--- config.mk ---
export PLATFORM = sky130hd
export DESIGN_NAME = id_secret_registration_table
export DESIGN_NICKNAME = d
export VERILOG_FILES = /design/src/hw/rtl/idsrt_pkg.sv /design/src/hw/rtl/idsrt_dp.sv /design/src/hw/rtl/idsrt_ctrl.sv /design/src/hw/rtl/id_secret_registration_table.sv
export SDC_FILE = /design/constraint.sdc
export NUM_CORES = 1
export LEC_CHECK = 0
export CAP_MARGIN = 15
export CELL_PAD_IN_SITES_DETAIL_PLACEMENT = 1
export CELL_PAD_IN_SITES_GLOBAL_PLACEMENT = 1
export CORE_AREA = 3 3 291 365
export CTS_CLUSTER_SIZE = 10
export DETAILED_ROUTE_END_ITERATION = 8
export DIE_AREA = 0 0 294 368
export DONT_BUFFER_PORTS = 1
export PLACE_DENSITY_LB_ADDON = 0.1
export SETUP_SLACK_MARGIN = 0.1
export SYNTH_ARGS = -nofsm -noshare
export SYNTH_HDL_FRONTEND = slang
export SYNTH_SLANG_ARGS = --single-unit
--- constraint.sdc ---
create_clock -name aclk -period 10.2 [get_ports aclk]
set_input_delay 1.53 -clock aclk [delete_from_list [all_inputs] [get_ports aclk]]
set_output_delay 1.53 -clock aclk [all_outputs]
set_load 0.02 [all_outputs]
--- src/hw/rtl/idsrt_pkg.sv ---
`timescale 1ns / 1ps
// ----------------------------------------------------------------------------
// idsrt_pkg
// Shared types and constants of the identity and secret registration table.
// ----------------------------------------------------------------------------
package idsrt_pkg;

    localparam int ENTRIES_DEFAULT = 16;

    localparam int WORD_W   = 32;
    localparam int STATUS_W = 3;

    // s_tdata: request_key, query_id, query_secret
    localparam int S_DATA_W = 96;
    // m_tdata: status, issued_id, issued_secret, zero fill up to whole bytes
    localparam int M_DATA_W = 72;
    localparam int M_USED_W = STATUS_W + 2 * WORD_W;

    typedef enum logic {
        FUNC_REGISTER = 1'b0,
        FUNC_CHECK    = 1'b1
    } func_t;

    typedef enum logic [STATUS_W-1:0] {
        STATUS_OK        = 3'd0,
        STATUS_BAD_KEY   = 3'd1,
        STATUS_DUPLICATE = 3'd2,
        STATUS_FULL      = 3'd3,
        STATUS_NOT_FOUND = 3'd4
    } status_t;

    // controller to datapath
    typedef struct packed {
        logic load;
        logic scan;
        logic finish;
    } idsrt_cmd_t;

    // datapath to controller
    typedef struct packed {
        logic key_ok;
        logic scan_done;
    } idsrt_stat_t;

endpackage

--- src/hw/rtl/idsrt_dp.sv ---
`timescale 1ns / 1ps
// ----------------------------------------------------------------------------
// idsrt_dp
// Datapath: key register, seed counters, pair memories, scan compare and
// result register.
// ----------------------------------------------------------------------------
module idsrt_dp
    import idsrt_pkg::*;
#(
    parameter int ENTRIES = ENTRIES_DEFAULT
) (
    input  logic                aclk,
    input  logic                aresetn,
    input  logic                cfg_wr_en,
    input  logic [WORD_W-1:0]   cfg_wr_data,
    input  logic [S_DATA_W-1:0] s_tdata,
    input  logic                s_tuser,
    input  idsrt_cmd_t          cmd,
    output idsrt_stat_t         stat,
    output logic [M_DATA_W-1:0] m_tdata,
    output logic                m_tuser
);

    localparam int CNT_W = $clog2(ENTRIES + 1);
    localparam int IDX_W = (ENTRIES > 1) ? $clog2(ENTRIES) : 1;
    localparam logic [CNT_W-1:0] FULL_COUNT = CNT_W'(ENTRIES);

    logic [WORD_W-1:0] kernel_key_reg;
    logic [WORD_W-1:0] id_seed_reg, id_seed_next;
    logic [WORD_W-1:0] secret_seed_reg, secret_seed_next;
    logic [CNT_W-1:0]  count_reg;
    logic [CNT_W-1:0]  addr_reg;
    logic              pend_reg;
    logic              hit_reg;
    logic              key_ok_reg;
    func_t             func_reg;
    logic [WORD_W-1:0] qid_reg;
    logic [WORD_W-1:0] qsec_reg;
    logic [WORD_W-1:0] rd_id_reg;
    logic [WORD_W-1:0] rd_sec_reg;

    logic [WORD_W-1:0] id_mem  [ENTRIES];
    logic [WORD_W-1:0] sec_mem [ENTRIES];

    logic              granted_reg;
    status_t           status_reg;
    logic [WORD_W-1:0] issued_id_reg;
    logic [WORD_W-1:0] issued_sec_reg;

    logic              in_key_ok;
    logic              match;
    logic              scan_active;
    logic              write_en;
    logic              res_granted;
    status_t           res_status;

    assign in_key_ok   = (s_tdata[WORD_W-1:0] == kernel_key_reg);
    assign scan_active = (addr_reg != count_reg);

    always_comb begin
        id_seed_next     = id_seed_reg;
        secret_seed_next = secret_seed_reg;
        if (cmd.load && in_key_ok && (func_t'(s_tuser) == FUNC_REGISTER)) begin
            id_seed_next     = id_seed_reg + 1'b1;
            secret_seed_next = secret_seed_reg + 1'b1;
        end
    end

    // registration looks for the new identity, a check for the full pair
    always_comb begin
        if (func_reg == FUNC_REGISTER) begin
            match = (rd_id_reg == id_seed_reg);
        end else begin
            match = (rd_id_reg == qid_reg) && (rd_sec_reg == qsec_reg);
        end
    end

    always_comb begin
        res_granted = 1'b0;
        res_status  = STATUS_OK;
        write_en    = 1'b0;
        if (!key_ok_reg) begin
            res_status = STATUS_BAD_KEY;
        end else if (func_reg == FUNC_REGISTER) begin
            if (hit_reg) begin
                res_status = STATUS_DUPLICATE;
            end else if (count_reg == FULL_COUNT) begin
                res_status = STATUS_FULL;
            end else begin
                res_granted = 1'b1;
                write_en    = cmd.finish;
            end
        end else if (hit_reg) begin
            res_granted = 1'b1;
        end else begin
            res_status = STATUS_NOT_FOUND;
        end
    end

    always_ff @(posedge aclk) begin
        if (!aresetn) begin
            kernel_key_reg  <= '0;
            id_seed_reg     <= '0;
            secret_seed_reg <= '0;
            count_reg       <= '0;
            addr_reg        <= '0;
            pend_reg        <= 1'b0;
            hit_reg         <= 1'b0;
            key_ok_reg      <= 1'b0;
        end else begin
            if (cfg_wr_en) begin
                kernel_key_reg <= cfg_wr_data;
            end
            id_seed_reg     <= id_seed_next;
            secret_seed_reg <= secret_seed_next;
            if (cmd.load) begin
                key_ok_reg <= in_key_ok;
                addr_reg   <= '0;
                pend_reg   <= 1'b0;
                hit_reg    <= 1'b0;
            end else if (cmd.scan) begin
                // read data lands in the cycle after its address
                hit_reg  <= hit_reg | (pend_reg & match);
                pend_reg <= scan_active;
                if (scan_active) begin
                    addr_reg <= addr_reg + 1'b1;
                end
            end
            if (write_en) begin
                count_reg <= count_reg + 1'b1;
            end
        end
    end

    always_ff @(posedge aclk) begin
        if (cmd.load) begin
            func_reg <= func_t'(s_tuser);
            qid_reg  <= s_tdata[2*WORD_W-1:WORD_W];
            qsec_reg <= s_tdata[3*WORD_W-1:2*WORD_W];
        end
    end

    // pair memories: one write port, one registered read port
    always_ff @(posedge aclk) begin
        if (write_en) begin
            id_mem[count_reg[IDX_W-1:0]]  <= id_seed_reg;
            sec_mem[count_reg[IDX_W-1:0]] <= secret_seed_reg;
        end
        if (cmd.scan && scan_active) begin
            rd_id_reg  <= id_mem[addr_reg[IDX_W-1:0]];
            rd_sec_reg <= sec_mem[addr_reg[IDX_W-1:0]];
        end
    end

    always_ff @(posedge aclk) begin
        if (cmd.finish) begin
            granted_reg    <= res_granted;
            status_reg     <= res_status;
            issued_id_reg  <= res_granted && (func_reg == FUNC_REGISTER) ? id_seed_reg : '0;
            issued_sec_reg <= res_granted && (func_reg == FUNC_REGISTER) ? secret_seed_reg : '0;
        end
    end

    assign stat.key_ok    = key_ok_reg;
    assign stat.scan_done = !scan_active && !pend_reg;

    assign m_tuser = granted_reg;
    assign m_tdata = {{(M_DATA_W - M_USED_W){1'b0}}, issued_sec_reg, issued_id_reg, status_reg};

endmodule

--- src/hw/rtl/idsrt_ctrl.sv ---
`timescale 1ns / 1ps
// ----------------------------------------------------------------------------
// idsrt_ctrl
// Controller: accepts a request, sequences the table scan and hands the
// result to the output register.
// ----------------------------------------------------------------------------
module idsrt_ctrl
    import idsrt_pkg::*;
(
    input  logic        aclk,
    input  logic        aresetn,
    input  logic        s_tvalid,
    output logic        s_tready,
    output logic        m_tvalid,
    input  logic        m_tready,
    output idsrt_cmd_t  cmd,
    input  idsrt_stat_t stat
);

    typedef enum logic [1:0] {
        IDLE,
        SCAN,
        FINISH
    } state_t;

    state_t state_reg;
    logic   out_valid_reg;
    logic   out_free;

    assign out_free = !out_valid_reg || m_tready;

    always_comb begin
        cmd.load   = (state_reg == IDLE) && s_tvalid;
        cmd.scan   = (state_reg == SCAN) && stat.key_ok;
        cmd.finish = (state_reg == FINISH) && out_free;
    end

    always_ff @(posedge aclk) begin
        if (!aresetn) begin
            state_reg     <= IDLE;
            out_valid_reg <= 1'b0;
        end else begin
            if (cmd.finish) begin
                out_valid_reg <= 1'b1;
            end else if (m_tready) begin
                out_valid_reg <= 1'b0;
            end
            unique case (state_reg)
                IDLE: begin
                    if (s_tvalid) begin
                        state_reg <= SCAN;
                    end
                end
                SCAN: begin
                    // a refused key skips the table
                    if (!stat.key_ok || stat.scan_done) begin
                        state_reg <= FINISH;
                    end
                end
                FINISH: begin
                    if (out_free) begin
                        state_reg <= IDLE;
                    end
                end
                default: begin
                    state_reg <= IDLE;
                end
            endcase
        end
    end

    assign s_tready = (state_reg == IDLE);
    assign m_tvalid = out_valid_reg;

`ifndef SYNTHESIS
    a_busy_after_accept: assert property (@(posedge aclk) disable iff (!aresetn)
        s_tvalid && s_tready |=> !s_tready)
        else $error("input accepted while an item is in flight");

    a_result_after_finish: assert property (@(posedge aclk) disable iff (!aresetn)
        cmd.finish |=> m_tvalid)
        else $error("finished result not presented");

    a_no_overwrite: assert property (@(posedge aclk) disable iff (!aresetn)
        cmd.finish |-> !m_tvalid || m_tready)
        else $error("result register overwritten before transfer");
`endif

endmodule

--- src/hw/rtl/id_secret_registration_table.sv ---
`timescale 1ns / 1ps
// ----------------------------------------------------------------------------
// id_secret_registration_table
// Table of identity and secret pairs, served only to the kernel key.
// ----------------------------------------------------------------------------
// Usage:
//   cfg_wr_en / cfg_wr_data write the kernel key; write it only while idle.
//   Each request on the s_ channel gives exactly one result on the m_ channel.
//   A register request with the kernel key advances both seeds and appends
//   the new pair unless the identity is already stored or the table is full;
//   a check request searches for the given identity and secret.
// Timing:
//   The table is scanned one entry per cycle through a registered memory
//   read. One request is in work at a time; the next is taken after its
//   result is loaded.
// Reset:
//   Synchronous, active low: key, seeds and entry count clear to zero, the
//   table is empty. No clearing pass is needed.
// Stall:
//   While m_tready is low the result register holds; a further finished
//   result waits in the controller and s_tready stays low.
// ----------------------------------------------------------------------------
module id_secret_registration_table
    import idsrt_pkg::*;
#(
    parameter int ENTRIES = ENTRIES_DEFAULT
) (
    input  logic                aclk,
    input  logic                aresetn,
    input  logic                cfg_wr_en,
    input  logic [WORD_W-1:0]   cfg_wr_data,
    input  logic                s_tvalid,
    output logic                s_tready,
    input  logic [S_DATA_W-1:0] s_tdata,   // request_key, query_id, query_secret
    input  logic                s_tuser,   // func
    output logic                m_tvalid,
    input  logic                m_tready,
    output logic [M_DATA_W-1:0] m_tdata,   // status, issued_id, issued_secret, zero fill
    output logic                m_tuser    // granted
);

    idsrt_cmd_t  cmd;
    idsrt_stat_t stat;

    idsrt_ctrl u_ctrl (
        .aclk     (aclk),
        .aresetn  (aresetn),
        .s_tvalid (s_tvalid),
        .s_tready (s_tready),
        .m_tvalid (m_tvalid),
        .m_tready (m_tready),
        .cmd      (cmd),
        .stat     (stat)
    );

    idsrt_dp #(
        .ENTRIES (ENTRIES)
    ) u_dp (
        .aclk        (aclk),
        .aresetn     (aresetn),
        .cfg_wr_en   (cfg_wr_en),
        .cfg_wr_data (cfg_wr_data),
        .s_tdata     (s_tdata),
        .s_tuser     (s_tuser),
        .cmd         (cmd),
        .stat        (stat),
        .m_tdata     (m_tdata),
        .m_tuser     (m_tuser)
    );

endmodule
==> impl_metrics.json, run 1 <==
{
  "ant_nets": 0,
  "grt_setup_unrepaired": "false",
  "drcViolationCount": 0,
  "drt_first_pass_iters": 5,
  "die-area_um2": 108000,
  "clock_latency_ns": 0.76,
  "grt_overflow": 0,
  "clock_sinks": 1333,
  "setup_violations": 0,
  "layout.nets": 2742,
  "die_h_um": 368,
  "tns_ns": 0,
  "postSynthCellCount": 2504,
  "synth_cell_types": 52,
  "max_freq_mhz": 213,
  "syn2layout_area_growth_pct": 12.1,
  "wl_per_cell_um": 33.4,
  "cts-root-buf": "clkbuf_16",
  "final_core_util_pct": 55.8,
  "p_total_w": 0.0109,
  "synth_top_area_share_pct": 71.3,
  "clk_pin_slew_ns": 0.05,
  "synth_area_per_cell_um2": 20.5,
  "hold_path_class": "reg -> reg",
  "critical_path_required_ns": 10.56,
  "final.period_utilization_pct": 46.0,
  "wl_um": 135000,
  "power_density_nw_per_um2": 189,
  "cts_made_buffers": 152,
  "post_cts_buffers": 0,
  "stdcell_count": 4038,
  "fillCellCount": 8737,
  "synth_area_leader_cell": "edfxtp_1",
  "core_um2": 103000,
  "min_period_ns": 4.69,
  "startpoint_type": "input pin",
  "maxSlewViolCount": 0,
  "async_reset_ff_share_pct": 0,
  "drive_gt1_share_pct": 21.8,
  "row_count": 132,
  "grt_pass1_vias": 26874,
  "die_w_um": 294,
  "ys_ff_latch": 1333,
  "dp_cells": 3787,
  "drt_iter0_drc": 2805,
  "synth_ff_type": "edfxtp_1",
  "vias": 25140,
  "grt_usage_pct": 25.4,
  "dp_hpwl_um": 77000,
  "cts_tree": "built",
  "ir_worst_vdd_mv": 0.148,
  "hold_viol_final": 0,
  "leakage_nw": 19.7,
  "cp.arrival_ns": 5.05,
  "crit_chain": "nand2b_1 > nor2b_4 > and2_1 > nand2_1 > nor2_4 > buf_4",
  "cts-htree-levels": 4,
  "io_pins": 209,
  "status": "finished, final reports clean",
  "critical_path_class": "in -> reg",
  "grt_pass1_wl_um": 195000,
  "critPathMaxFanout": 41,
  "antenna_found_initial": 6,
  "synth_area_um2": 51400,
  "gp_congestion": 0.790,
  "cts_hold_buf": 0,
  "post_cts_resized": 0,
  "viasPerCell": 6.23,
  "max_stage_delay_ns": 0.92,
  "cp_slowest_cell": "nor2_4",
  "layout_commonest_cell": "edfxtp_1",
  "synthTopCellsByArea": "edfxtp_1 71%, mux4_2 14%, dfxtp_1 4.4%",
  "synth-seq-area-share_pct": 75.7,
  "cts_buffer_depth": 3,
  "final_cell_mix": "1221 x edfxtp_1, 320 x mux4_2, 155 x clkbuf_16",
  "fin_skew_ns": 0.0183,
  "start_util_pct": 49.8,
  "yosys_warnings": 0,
  "endpoint_kind": "flop",
  "synth_edf_count": 1221,
  "tightest_slew_ns": 1.22,
  "port_buffers": 0,
  "grt_max_degree": 131,
  "max_slew_margin_pct": 18.4,
  "drv_cap": 0
}
[synth_stat cells (all sizes together), types with 2 or more instances]
cell,count
a21boi,2
a21oi,59
a31o,5
a31oi,2
and2,66
and3,6
and3b,4
and4,13
buf,45
clkbuf,78
dfxtp,112
edfxtp,1221
ha,7
inv,15
mux2i,39
mux4,320
nand2,44
nand2b,10
nand3,29
nand4,41
nand4b,3
nor2,74
nor2b,4
nor3,12
nor4,28
nor4bb,2
o21a,6
o21ai,25
o31ai,24
or2,2
or3,26
or3b,2
or4,27
or4b,2
xnor2,63
xor2,79
[critical path, delay by kind of cell]
family | cells | cell delay (ns)
AND/OR/NAND/NOR | 5 | 2.50
buffers and inverters | 1 | 0.91
[per-layer routing]
layer / wire (um) / vias to the layer above / GRT usage [%]
li1: - / 10433 / -
met1: 55000 / 13665 / 34.4
met2: 68700 / 856 / 42.6
met3: 8160 / 186 / 5.36
met4: 3140 / 0 / 6.16
met5: 0 / - / 0
[per-stage QoR]
stage / area, um^2 / hold slack [ns] / setup WS [ns]
6_report: 57600 / 0.519 / 5.51
5_1_grt: 57600 / 0.552 / 5.31
4_1_cts: 57600 / 0.527 / 5.45
3_5_place_dp: 53300 / 0.512 / 4.67
3_3_place_gp: 53300 / 0.498 / 4.87
2_1_floorplan: 51400 / 0.479 / 1.46
[worst paths after layout]
check | slack [ns] | depth (start not counted) | to | from
setup / recovery | 5.51 | 6 | u_dp.id_mem[6][26] | m_tready
setup reg to reg | 5.78 | 6 | u_dp.id_mem[6][26] | u_dp.count_reg[3]
hold / removal | 0.52 | 2 | u_dp.kernel_key_reg[16] | u_dp.kernel_key_reg[16]
hold reg to reg | 0.52 | 2 | u_dp.kernel_key_reg[16] | u_dp.kernel_key_reg[16]
[area by class of cell]
cell class,instances,area (um^2),share of cell area [%]
diodes,4,10.0,0.0174
multi-input cells,1037,12200,21.1
well taps,1340,1680,2.91
clock buffers,237,4200,7.28
flip-flops and latches,1333,38900,67.5
inverters,15,60.1,0.104
repair buffers,62,490,0.851
clock inverters,10,118,0.204
[logic make-up after synthesis]
logic type / Yosys count / share of synthesized area (%)
AOI/OAI and AO/OA: 125 / 1.43
xor gates and xnor gates: 142 / 2.42
adders and majority gates: 7 / 0.170
buffers and inverters: 138 / 1.08
DFF: 1333 / 75.7
muxes: 359 / 14.8
other: 1 / 0.00729
and+or+nand+nor: 399 / 4.44
[where the power goes]
part           internal [W]  switching [W]
clock network       0.00280        0.00206
logic             0.0000291      0.0000576
registers           0.00592      0.0000373
total               0.00875        0.00215
Power figures use the tool's default switching activity.
==> run 2, diff against run 1 <==
--- a/config.mk
+++ b/config.mk
@@ -5,13 +5,14 @@
 export SDC_FILE = /design/constraint.sdc
 export NUM_CORES = 1
 export LEC_CHECK = 0
+export ABC_AREA = 1
 export CAP_MARGIN = 15
 export CELL_PAD_IN_SITES_DETAIL_PLACEMENT = 1
 export CELL_PAD_IN_SITES_GLOBAL_PLACEMENT = 1
-export CORE_AREA = 3 3 291 365
+export CORE_AREA = 3 3 308 386
 export CTS_CLUSTER_SIZE = 10
 export DETAILED_ROUTE_END_ITERATION = 8
-export DIE_AREA = 0 0 294 368
+export DIE_AREA = 0 0 311 389
 export DONT_BUFFER_PORTS = 1
 export PLACE_DENSITY_LB_ADDON = 0.1
 export SETUP_SLACK_MARGIN = 0.1
==> constraint.sdc (replaced) <==
create_clock -name aclk -period 4.2 [get_ports aclk]
set_input_delay 0.63 -clock aclk [delete_from_list [all_inputs] [get_ports aclk]]
set_output_delay 0.63 -clock aclk [all_outputs]
set_load 0.02 [all_outputs]
==> impl_metrics.json, run 2 <==
{
  "tns_ns": 0,
  "cp-endpoint": "u_dp.sec_mem[5][16]",
  "drt_iter0_drc": 2535,
  "synth_ff_type": "edfxtp_1",
  "wl_um": 151000,
  "syn2layout_area_growth_pct": 13.7,
  "synth_area_per_cell_um2": 12.2,
  "hp-start": "cfg_wr_en",
  "yosys_warnings": 0,
  "critical_path_class": "reg -> reg",
  "drive_gt1_share_pct": 6.63,
  "synth_common_cells": "1221 x edfxtp_1, 920 x nor2_1, 602 x nand2_1",
  "synth_edf_count": 1221,
  "min_path_cells": 2,
  "drt_first_pass_iters": 5,
  "final_cell_mix": "1221 x edfxtp_1, 902 x nor2_1, 601 x nand2_1",
  "postSynthCellCount": 4422,
  "synth_area_leader_cell": "edfxtp_1",
  "async_reset_ff_share_pct": 0,
  "power_density_nw_per_um2": 442,
  "synth_top_area_share_pct": 67.7,
  "tightest_slew_ns": 1.15,
  "core_um2": 115000,
  "cts-htree-levels": 4,
  "antenna_found_initial": 1,
  "die_w_um": 311,
  "fin_skew_ns": 0.0313,
  "ys_ff_latch": 1333,
  "startpoint": "u_dp.count_reg[3]",
  "cts-root-buf": "clkbuf_16",
  "grt_setup_unrepaired": "false",
  "cts_tree": "built",
  "post_cts_buffers": 0,
  "io_pins": 209,
  "grt_pass1_vias": 36956,
  "layout_commonest_cell": "edfxtp_1",
  "synth_area_um2": 54100,
  "critPathMaxFanout": 53,
  "grt_usage_pct": 24.8,
  "synthTopCellsByArea": "edfxtp_1 68%, nor2_1 6.4%, nand2_1 4.2%",
  "ant_nets": 0,
  "hold_viol_final": 0,
  "diodes": 0,
  "die_h_um": 389,
  "synth-seq-area-share_pct": 71.9,
  "drcViolationCount": 0,
  "synth_most_common_cell": "edfxtp_1",
  "met3_usage_pct": 3.69,
  "timing.rr.start": "u_dp.count_reg[3]",
  "max_slew_margin_pct": 23.2,
  "startpoint_type": "flop",
  "cts_buffer_depth": 3,
  "dp_hpwl_um": 87900,
  "max_freq_mhz": 320,
  "final_core_util_pct": 53.5,
  "cp.arrival_ns": 3.54,
  "critical_path_required_ns": 4.61,
  "die-area_um2": 121000,
  "ir_worst_vdd_mv": 0.343,
  "row_count": 139,
  "endpoint_kind": "flop",
  "status": "finished, final reports clean",
  "grt_pass1_wl_um": 228000,
  "hold_path_class": "in -> reg",
  "synth_cell_types": 34,
  "layout.nets": 4669,
  "start_util_pct": 47.0,
  "setup_violations": 0,
  "met1_usage_pct": 32.2,
  "grt_max_degree": 225,
  "port_buffers": 0,
  "r2r_slack_ns": 1.08,
  "cts_made_buffers": 154,
  "grt.busiest_layer": "met2",
  "grt_overflow": 0,
  "p_total_w": 0.0272,
  "r2r_cells": 9,
  "use_met2_pct": 43.2,
  "clk_pin_slew_ns": 0.05,
  "wl_per_cell_um": 24.5,
  "clock_latency_ns": 0.77,
  "maxSlewViolCount": 0,
  "final.period_utilization_pct": 74.4,
  "clock_sinks": 1333,
  "leakage_nw": 18.8,
  "drv_cap": 0,
  "viasPerCell": 5.69,
  "r2r-end": "u_dp.sec_mem[5][16]",
  "min_period_ns": 3.12,
  "gp_congestion": 0.775,
  "vias": 35078
}
-- run 2: worst min-delay path by stage --
stage,endpoint,slack [ns]
after floorplan,u_dp.pend_reg,0.44
after global placement,u_dp.pend_reg,0.45
after detailed placement,u_dp.pend_reg,0.46
after CTS,u_dp.kernel_key_reg[2],0.0008
after global routing,u_dp.kernel_key_reg[2],0.04
final,u_dp.kernel_key_reg[9],0.07
-- run 2: layer usage --
| layer | up-vias | routed length [um] |
|---|---|---|
| met2 | 810 | 75900 |
| met3 | 203 | 6800 |
| met1 | 18034 | 64600 |
| met4 | 0 | 3460 |
| li1 | 16031 | - |
| met5 | - | 0 |
-- run 2: final cells by class --
| cell class | count | area, um^2 |
|---|---|---|
| fill | 11564 | 53600 |
| sequential | 1333 | 38900 |
| multi-input combinational | 2639 | 13600 |
| clock buffer | 225 | 4320 |
| tap | 1551 | 1940 |
| timing repair buffer | 200 | 1920 |
| inverter | 200 | 764 |
| clock inverter | 15 | 106 |
-- run 2: kinds of logic after synthesis --
logic type	synth area share, %
buffers and inverters	3.34
multiplexers	1.90
AND/OR/NAND/NOR	12.8
other	0.00693
flip-flops	71.9
XOR/XNOR	1.86
adder cells (fa/ha/maj)	0.162
AO/OA/AOI/OAI	8.10
-- run 2: power breakdown --
group	internal [W]	switching [W]	leakage, nW	total (W)
registers	0.0145	0.000142	11.2	0.0146
clock network	0.00704	0.00508	2.14	0.0121
logic	0.000164	0.000334	5.41	0.000498
-- run 2: timing repair --
| item | in CTS | in global routing |
|---|---|---|
| resized for setup | 0 | 0 |
| hold buffers | 107 | 0 |
| endpoints found under the hold margin | 103 | 0 |
-- run 2: metrics by stage --
step / std cells / cell area (um^2) / hold slack (ns) / worst slack [ns]
after global placement: 5816 / 56100 / 0.451 / 1.06
final: 6163 / 61600 / 0.0665 / 1.08
after CTS: 6163 / 61600 / 0.000786 / 1.04
after floorplan: 4426 / 54300 / 0.444 / -0.331
after global routing: 6163 / 61600 / 0.0395 / 0.843
after detailed placement: 5816 / 56100 / 0.458 / 1.06
-- run 2: worst max-delay path: stages (launching register included) --
cell and delay [ns]:
dfxtp_1 0.45, inv_1 0.18, nand2_1 0.30, nor2_1 0.13
nor3_2 0.20, nand2_1 0.19, inv_2 0.14, nand2_1 0.26
nor2_4 0.47, buf_12 0.41
==> run 3, diff against run 2 <==
--- a/config.mk
+++ b/config.mk
@@ -9,10 +9,10 @@
 export CAP_MARGIN = 15
 export CELL_PAD_IN_SITES_DETAIL_PLACEMENT = 1
 export CELL_PAD_IN_SITES_GLOBAL_PLACEMENT = 1
-export CORE_AREA = 3 3 308 386
+export CORE_AREA = 3 3 293 367
 export CTS_CLUSTER_SIZE = 10
 export DETAILED_ROUTE_END_ITERATION = 8
-export DIE_AREA = 0 0 311 389
+export DIE_AREA = 0 0 296 370
 export DONT_BUFFER_PORTS = 1
 export PLACE_DENSITY_LB_ADDON = 0.1
 export SETUP_SLACK_MARGIN = 0.1
==> constraint.sdc (replaced) <==
create_clock -name aclk -period 2.9 [get_ports aclk]
set_input_delay 0.435 -clock aclk [delete_from_list [all_inputs] [get_ports aclk]]
set_output_delay 0.435 -clock aclk [all_outputs]
set_load 0.02 [all_outputs]
==> impl_metrics.json, run 3 (synthesis results as in run 2) <==
{
  "die-area_um2": 110000,
  "final.period_utilization_pct": 91.9,
  "fin_skew_ns": 0.0221,
  "die_w_um": 296,
  "grt_usage_pct": 30.0,
  "startpoint_type": "flop",
  "drv_cap": 0,
  "endpoint_kind": "flop",
  "hp-start": "s_tvalid",
  "row_count": 132,
  "wl_per_cell_um": 27.3,
  "leakage_nw": 19.4,
  "r2r-end": "u_dp.sec_mem[5][24]",
  "crit_chain": "inv_1 > ha_1 > nand2_1 > nor2_1 > nor3_2 > nand2_1 > inv_2 > nand2_2 > nor2_4 > buf_12 > buf_12",
  "drt_first_pass_iters": 6,
  "hold_path_class": "in -> reg",
  "diodes": 0,
  "grt_overflow": 0,
  "critical_path_required_ns": 3.35,
  "ant_nets": 0,
  "layout.nets": 4765,
  "max_freq_mhz": 375,
  "max_slew_margin_pct": 25.3,
  "final_core_util_pct": 60.2,
  "timing.rr.start": "u_dp.count_reg[0]",
  "dp_slack_ns": 0.164,
  "cts-htree-levels": 4,
  "cp_slowest_cell": "dfxtp_1",
  "clock_latency_ns": 0.77,
  "cts-root-buf": "clkbuf_16",
  "drt_iter0_drc": 3236,
  "antenna_found_initial": 0,
  "drcViolationCount": 0,
  "cts_tree": "built",
  "gp_congestion": 0.846,
  "cp.arrival_ns": 3.12,
  "start_util_pct": 52.1,
  "cts_buffer_depth": 3,
  "max_stage_delay_ns": 0.41,
  "grt_setup_unrepaired": "true",
  "min_period_ns": 2.67,
  "layout_commonest_cell": "edfxtp_1",
  "setup_violations": 0,
  "io_pins": 209,
  "vias": 36648,
  "ir_worst_vdd_mv": 0.608,
  "hold_ws_ns": 0.0633,
  "viasPerCell": 6.07,
  "clock_sinks": 1333,
  "grt_pass1_vias": 38949,
  "wl_um": 165000,
  "port_buffers": 0,
  "final_cell_mix": "1221 x edfxtp_1, 902 x nor2_1, 599 x nand2_1",
  "die_h_um": 370,
  "critical_path_class": "reg -> reg",
  "r2r_cells": 11,
  "maxSlewViolCount": 0,
  "hold_viol_final": 0,
  "min_path_cells": 4,
  "syn2layout_area_growth_pct": 15.5,
  "critPathMaxFanout": 25,
  "r2r_slack_ns": 0.23,
  "grt_pass1_wl_um": 244000,
  "drive_gt1_share_pct": 8.13,
  "clk_pin_slew_ns": 0.06,
  "power_density_nw_per_um2": 626,
  "status": "finished, final reports clean",
  "fillCellCount": 10136,
  "tns_ns": 0,
  "hold_end": "u_ctrl.state_reg[0]",
  "grt_max_degree": 164,
  "cts_made_buffers": 152,
  "worst_slack_ns": 0.234,
  "core_um2": 104000,
  "dp_hpwl_um": 98200,
  "tightest_slew_ns": 1.12
}
==> run 3: cell types whose count changed in the layout (fill, tap and decap cells not counted), moves of 3 or more <==
| cell | change |
|---|---|
| clkinv_1 | -3 |
| buf_4 | +32 |
| clkbuf_1 | -3 |
| buf_12 | +45 |
| dlygate4sd3_1 | +19 |
==> run 3: metal layers <==
layer	vias up	GRT usage (%)	share of wire (%)
met4	0	9.86	2.9
met2	1319	51.3	50
li1	16214	-	-
met5	-	0	0
met3	231	5.61	6.6
met1	18884	38.7	40
==> run 3: stage by stage <==
stage | total power [W] | cells | cell area (um^2)
floorplan | 0.0219 | 4426 | 54300
global placement | 0.0222 | 5679 | 56900
detailed placement | 0.0222 | 5679 | 56900
CTS | 0.0394 | 6032 | 62400
global route | 0.0403 | 6037 | 62600
finish | 0.0392 | 6037 | 62600
==> run 3: layout make-up <==
class	count	area [um^2]	area share [%]
Sequential cell	1333	38900	62.2
Clock inverter	11	101	0.162
Tap cell	1340	1680	2.68
Clock buffer	216	4180	6.68
Multi-Input combinational cell	2639	13600	21.8
Timing Repair Buffer	298	3300	5.27
Inverter	200	763	1.22
==> run 3: repair_timing <==
item	in CTS	in global routing
buffers inserted	0	3
endpoints found under the hold margin	107	0
endpoints found under the setup margin	0	379
gates resized for setup	0	7
hold buffers	126	0
==> run 3: critical path, delay by kind of cell, from the launching register on <==
kind | cells | cell delay (ns)
AND/OR/NAND/NOR | 6 | 0.98
flip-flops | 1 | 0.41
buffers and inverters | 4 | 0.69
adder cells (fa/ha/maj) | 1 | 0.26
==> run 3: power by group <==
group	switching (W)	leakage, nW	internal (W)
combinational	0.000510	6.06	0.000268
sequential	0.000215	11.2	0.0210
clock	0.00731	2.07	0.00990
total	0.00803	19.4	0.0311
==> run 3: worst max-delay path by stage <==
stage / end / cells after the start / slack [ns] / startpoint
after floorplan: u_dp.id_mem[10][0] / 6 / -1.43 / m_tready
after global placement: u_dp.sec_mem[15][11] / 10 / 0.31 / u_dp.count_reg[0]
after detailed placement: u_dp.id_mem[5][17] / 10 / 0.16 / u_dp.count_reg[0]
after CTS: u_dp.sec_mem[5][13] / 10 / 0.15 / u_dp.count_reg[0]
after global routing: u_dp.sec_mem[5][27] / 11 / 0.1 / u_dp.count_reg[0]
final: u_dp.sec_mem[5][24] / 11 / 0.23 / u_dp.count_reg[0]
